$ cat config.mk
export PLATFORM = sky130hd
export DESIGN_NAME = trc_ctrl
export DESIGN_NICKNAME = d
export VERILOG_FILES = /design/src/hdl/trc_pkg.sv /design/src/hdl/trc_ctrl.sv
export SDC_FILE = /design/constraint.sdc
export NUM_CORES = 1
export LEC_CHECK = 0
export ABC_AREA = 1
export ABC_CLOCK_PERIOD_IN_PS = 3250
export BUFFER_PORTS_ARGS = -buffer_cell sky130_fd_sc_hd__buf_2
export CORE_UTILIZATION = 45
export CTS_BUF_LIST = sky130_fd_sc_hd__clkbuf_2 sky130_fd_sc_hd__clkbuf_4 sky130_fd_sc_hd__clkbuf_8
export DETAILED_ROUTE_END_ITERATION = 12
export PLACE_DENSITY = 0.79
export SYNTH_ARGS = -nofsm -noshare
export SYNTH_HDL_FRONTEND = slang
export SYNTH_SLANG_ARGS = --single-unit
$ cat constraint.sdc
create_clock -name clk -period 3.25 [get_ports clk]
set_input_delay 0.65 -clock clk [delete_from_list [all_inputs] [get_ports clk]]
set_output_delay 0.65 -clock clk [all_outputs]
set_load 0.1 [all_outputs]
$ cat src/hdl/trc_pkg.sv
package trc_pkg;

	localparam int MaxNodes   = 1024;
	localparam int NodeBits   = 10;
	localparam int CountBits  = 11;
	localparam int WeightBits = 30;
	localparam int EdgeCap    = MaxNodes - 1;
	localparam int EdgeBits   = 10;
	localparam int DepthBits  = 11;

	localparam logic FuncAddEdge = 1'b0;
	localparam logic FuncQuery   = 1'b1;

	// Commands from the controller to the datapath.
	typedef struct packed {
		logic load_req;    // capture the input request
		logic add_edge;    // write the captured edge if it qualifies
		logic clr_step;    // clear one visited entry
		logic push_start;  // mark and push the start node
		logic pop;         // pop the next node to expand
		logic scan_rd;     // issue an edge read
		logic scan_eval;   // act on the registered edge read and its visited mark
		logic out_load;    // load the result register
	} trc_cmd_t;

	// Status from the datapath to the controller.
	typedef struct packed {
		logic is_query;
		logic start_bad;
		logic clr_done;
		logic stack_empty;
		logic scan_last;   // the edge read being issued is the last one
		logic no_edges;
	} trc_sts_t;

endpackage

$ cat src/hdl/trc_ctrl.sv
module trc_ctrl (
	input  logic              clk,
	input  logic              arst_n,
	input  logic              in_valid,
	output logic              in_stall,
	output logic              out_valid,
	input  logic              out_stall,
	output trc_pkg::trc_cmd_t cmd,
	input  trc_pkg::trc_sts_t sts
);

	typedef enum logic [7:0] {
		ST_IDLE  = 8'b00000001,
		ST_DEC   = 8'b00000010,
		ST_CLR   = 8'b00000100,
		ST_POP   = 8'b00001000,
		ST_SCAN  = 8'b00010000,
		ST_EVAL  = 8'b00100000,
		ST_CHK   = 8'b01000000,
		ST_DONE  = 8'b10000000
	} trc_state_t;

	trc_state_t state_q, state_d;
	logic       out_valid_q;
	logic       out_free;
	logic       eval_last_q;

	assign out_free  = !out_valid_q || !out_stall;
	assign out_valid = out_valid_q;
	assign in_stall  = (state_q != ST_IDLE);

	always_comb begin
		cmd = '0;
		state_d = state_q;
		case (state_q)
			ST_IDLE: begin
				if (in_valid) begin
					cmd.load_req = 1'b1;
					state_d = ST_DEC;
				end
			end
			ST_DEC: begin
				if (!sts.is_query) begin
					cmd.add_edge = 1'b1;
					state_d = ST_IDLE;
				end else if (sts.start_bad) begin
					state_d = ST_DONE;
				end else begin
					state_d = ST_CLR;
				end
			end
			ST_CLR: begin
				if (sts.clr_done) begin
					cmd.push_start = 1'b1;
					state_d = ST_POP;
				end else begin
					cmd.clr_step = 1'b1;
				end
			end
			ST_POP: begin
				if (sts.stack_empty) begin
					state_d = ST_DONE;
				end else begin
					cmd.pop = 1'b1;
					state_d = ST_SCAN;
				end
			end
			ST_SCAN: begin
				if (sts.no_edges) begin
					state_d = ST_POP;
				end else begin
					cmd.scan_rd = 1'b1;
					state_d = ST_EVAL;
				end
			end
			ST_EVAL: begin
				state_d = ST_CHK;
			end
			ST_CHK: begin
				cmd.scan_eval = 1'b1;
				state_d = eval_last_q ? ST_POP : ST_SCAN;
			end
			ST_DONE: begin
				if (out_free) begin
					cmd.out_load = 1'b1;
					state_d = ST_IDLE;
				end
			end
			default: state_d = ST_IDLE;
		endcase
	end

	always_ff @(posedge clk or negedge arst_n) begin
		if (!arst_n) begin
			state_q     <= ST_IDLE;
			out_valid_q <= 1'b0;
			eval_last_q <= 1'b0;
		end else begin
			state_q <= state_d;
			if (cmd.scan_rd) eval_last_q <= sts.scan_last;
			if (cmd.out_load) out_valid_q <= 1'b1;
			else if (!out_stall) out_valid_q <= 1'b0;
		end
	end

endmodule
==> results <==
- The flow ran to the end, and the final reports show no timing, DRC or antenna violations.
- The count of endpoints failing hold in the final timing report is 0.
- The hold buffer count at cts is 0.
- The routed wire length is 1320 um.
- The number of antenna violations at the first check in global routing is 0.
- The cell area reported after detailed placement is 742 um^2.
- After routing the design area is 778 um^2.
- The setup path with the least slack is of type reg -> out.
- The growth of design area from synthesis to finish is 23.9%.
- The number of pins with negative max-slew slack in the final report is 0.
- Derived from the worst setup path, the maximum achievable clock frequency is 386 MHz.
- In this run the count of I/O pins placed on the die edge is 20.
- Of all nets on the critical path, the largest fanout is 4.
- Multiplexer cells account for 0% of the synthesized area.
- In this run the critical register-to-register path is launched from state_q[0]$_DFFE_PN1P_.
- The fraction of final layout cells sized beyond drive strength 1 is 36.8%.
- Data arrives at the worst endpoint at 1.94 ns.
- The area of the core region is 0.00130 mm^2.
- For the worst setup path, the data required time is 2.60 ns.
- In the final design database the tool counted 125 nets.
- The floorplan has 13 rows.
- The pin slew with the least headroom to its limit is 0.486 ns.
- The worst register-to-register path has a setup slack of 1.83 ns.
- The clock-pin slew reported for the worst setup and hold paths after clock tree synthesis is 0.07 ns.
- The clock reaches the later pin of the worst-skew pair after 0.27 ns.
- For this run the aggregate overflow at the end of global routing stands at 0.
- The starting density of the core is 48.3%.
- The post-synthesis compound-gate area fraction is 4.18%.
- The worst-case IR drop observed on VDD is 0.665 mV.
- In the final routed layout, each cell accounts on average for 10.2 um.
- The synthesized netlist occupies a cell area of 628 um^2.
- The count of nets left with antenna violations once routing finished came out at 0.
- Of the total synthesized cell area, the portion taken by XOR and XNOR cells is 0%.
- Detailed routing inserted a total of 607 vias.
- Counting the fill cells in the layout gives 126.
- The worst path uses 79.6% of the clock period.
- Setup violations remaining at the end of the flow were counted as 0.
- The tool flagged a number of max-cap violations equal to 0.
- The leakage power figure is 0.000492 uW.
- The clock passes through at most 2 buffers.
- The routability-driven placement congestion ratio is 0.792.
- The synthesized-area fraction occupied by adder cells is 0%.
- Net switching is 53.9% of the power.
- Setup repair after global routing left no endpoint under its margin.
- The minimum clock period after layout is 2.59 ns.
- The detailed-placement wirelength estimate is 1070 um.
- Buffers placed on the I/O ports in this run total 19.
- The share of total power dissipated in combinational logic is 56.2%.
- The proportion of power drawn by flip-flops and latches is 25.3%.
- The areal power density over the cells is 792 mW/mm^2.
- STA classifies the critical path startpoint as a flip-flop.
- In this run, the clock network consumes 18.6% of the power.
- Between clock sinks in the finished design, the worst skew comes to 0.00317 ns.
- The post-synthesis cell type count is 19.
- Dividing the detail-routed via count by the number of cells gives 4.71.
- The worst reg2reg path endpoint is state_q[0]$_DFFE_PN1P_.
- In the global route stage, overall resource usage came out at 20.3%.
- The number of DRC markers after the initial detailed-route iteration is 19.
- After layout, the design draws a total of 616 uW.
- The internal portion of the total power is 284 uW.
- The count of clock tree sinks is 10.
- Summing all multi-input logic gate instances after layout gives 309 um^2.
- The number of cells on the worst reg-to-reg path is 10.
- In this run the tightest slew margin relative to its limit is 67.8%.
- The largest net degree at the start of global routing is 11.
- The number of iterations in the first detailed-routing pass is 4.
- The class of the worst hold path is in -> async.
- The repair_antennas step left the layout with diodes totalling 0.
- Counting every net in the synthesized netlist gives 101.
- After synthesis, the largest family of logic cells by area is simple AND/OR/NAND/NOR gates.
- The TritonCTS clock tree is yes.
- The die width is 39.4 um.
- The sequential cells in the finished layout cover a total of 251 um^2.
- Buffers added to address setup during post-CTS repair amount to 0.
- The sequential cell area fraction in the yosys report is 40.0%.
- The net switching power of the design is 332 uW.
- The CTS root buffer is clkbuf_4.
- The die height is 39.4 um.
- The Yosys step of the flow raised 0 warnings.
- Dividing the synthesized area by the synthesized cell count gives 6.90 um^2.
- The via count of the first global-routing pass is 492.
- After clock tree synthesis, the repair step resized 0 gates.
- The DRC violations left is 0.
- The die covers 0.00155 mm^2.
- The first global-routing pass estimated 2040 um of wire.
- The simple-gate portion of the synthesized area is 45.0%.
- In the final timing run, aggregate negative setup slack is 0 ns.
- Synthesis produced a netlist whose cell count is 91.
- The sort of element at the end of the critical path is a primary output.
- Counting flops and latches in the post-synthesis netlist gives 10.
- In this run the number of H-tree levels came out at 1.
- Buffers inserted during clock tree synthesis total 3.
[layer usage]
layer | vias up | wire length, um | track usage (%)
met5 | - | 0 | 0
met4 | 0 | 18 | 10.3
met3 | 2 | 60 | 3.41
met2 | 22 | 638 | 31.7
met1 | 259 | 602 | 26.8
li1 | 324 | - | -
[cells by family after synthesis]
family | after synthesis
and+or+nand+nor | 58
buffers and inverters | 18
DFF | 10
AOI/OAI and AO/OA | 5
[layout by cell type (no fill, tap or decap)]
cell type	netlist	layout
or2_1	1	1
nand2_2	4	4
nor2_1	16	16
inv_1	9	9
dfrtp_1	9	9
nand2_4	1	1
nor3_1	1	1
and2b_1	1	1
a21oi_1	2	2
nand2_1	24	24
nor2_2	1	1
clkbuf_8	0	1
nor2_4	1	1
o22ai_1	1	1
inv_2	9	9
nand3_1	6	6
o21ai_0	2	2
clkbuf_4	0	3
dfstp_2	1	1
nor2_8	1	1
nand3_2	1	1
buf_2	0	19
[worst max-delay path, stage by stage, from the launching register on]
cell and delay [ns]:
dfstp_2 0.53, inv_1 0.05, nand2_1 0.15, nor2_1 0.07
nand2_2 0.10, inv_2 0.04, nand2_1 0.09, nand3_2 0.13
nor2_1 0.10, buf_2 0.43
[power by group through the flow]
stage	logic (uW)	registers, uW	clock network, uW
2_1_floorplan	282	165	0
3_3_place_gp	339	158	0
3_5_place_dp	343	158	0
4_1_cts	347	156	115
5_1_grt	368	158	123
6_report	346	156	114
[sequential cells by signal (all words and copies together) (netlist names)]
register / count
state_q: 8
out_valid: 1
eval_last_q: 1
[Yosys cell counts]
master   instances  area, um^2
nor2_1          16        60.1
nand2_2          4        25.0
a21oi_1          2        10.0
dfstp_2          1        26.3
and2b_1          1        7.51
o22ai_1          1        6.26
nor3_1           1        5.00
dfrtp_1          9         225
nand3_2          1        10.0
nand3_1          6        30.0
inv_1            9        33.8
o21ai_0          2        10.0
nor2_4           1        11.3
nand2_4          1        11.3
nor2_2           1        6.26
or2_1            1        6.26
inv_2            9        33.8
nand2_1         24        90.1
nor2_8           1        20.0
[cell type report]
| class | instances | share of cell area, % |
|---|---|---|
| sequential | 10 | 32.3 |
| clock buffer | 4 | 4.66 |
| timing repair buffer | 19 | 12.2 |
| tap | 15 | 2.41 |
| inverter | 18 | 8.68 |
| multi-input combinational | 63 | 39.7 |
[worst max path at each step]
| stage | end | depth (start not counted) | from | slack (ns) |
|---|---|---|---|---|
| after floorplan | cmd[7] | 8 | state_q[2]$_DFFE_PN0P_ | 0.13 |
| after global placement | cmd[7] | 7 | out_stall | 0.95 |
| after detailed placement | cmd[7] | 7 | out_stall | 0.94 |
| after CTS | cmd[7] | 9 | state_q[0]$_DFFE_PN1P_ | 0.66 |
| after global routing | cmd[7] | 9 | state_q[0]$_DFFE_PN1P_ | 0.53 |
| final | cmd[7] | 9 | state_q[0]$_DFFE_PN1P_ | 0.66 |
[stage by stage]
stage	cells	utilization [%]	setup WS, ns	hold slack (ns)
floorplan	91	-	0.126	0.354
global placement	125	57.0	0.954	0.472
detailed placement	125	57.0	0.944	0.489
CTS	129	59.8	0.656	0.236
global route	129	59.8	0.533	0.233
finish	129	59.8	0.662	0.228
(Power assumes the default switching activity.)
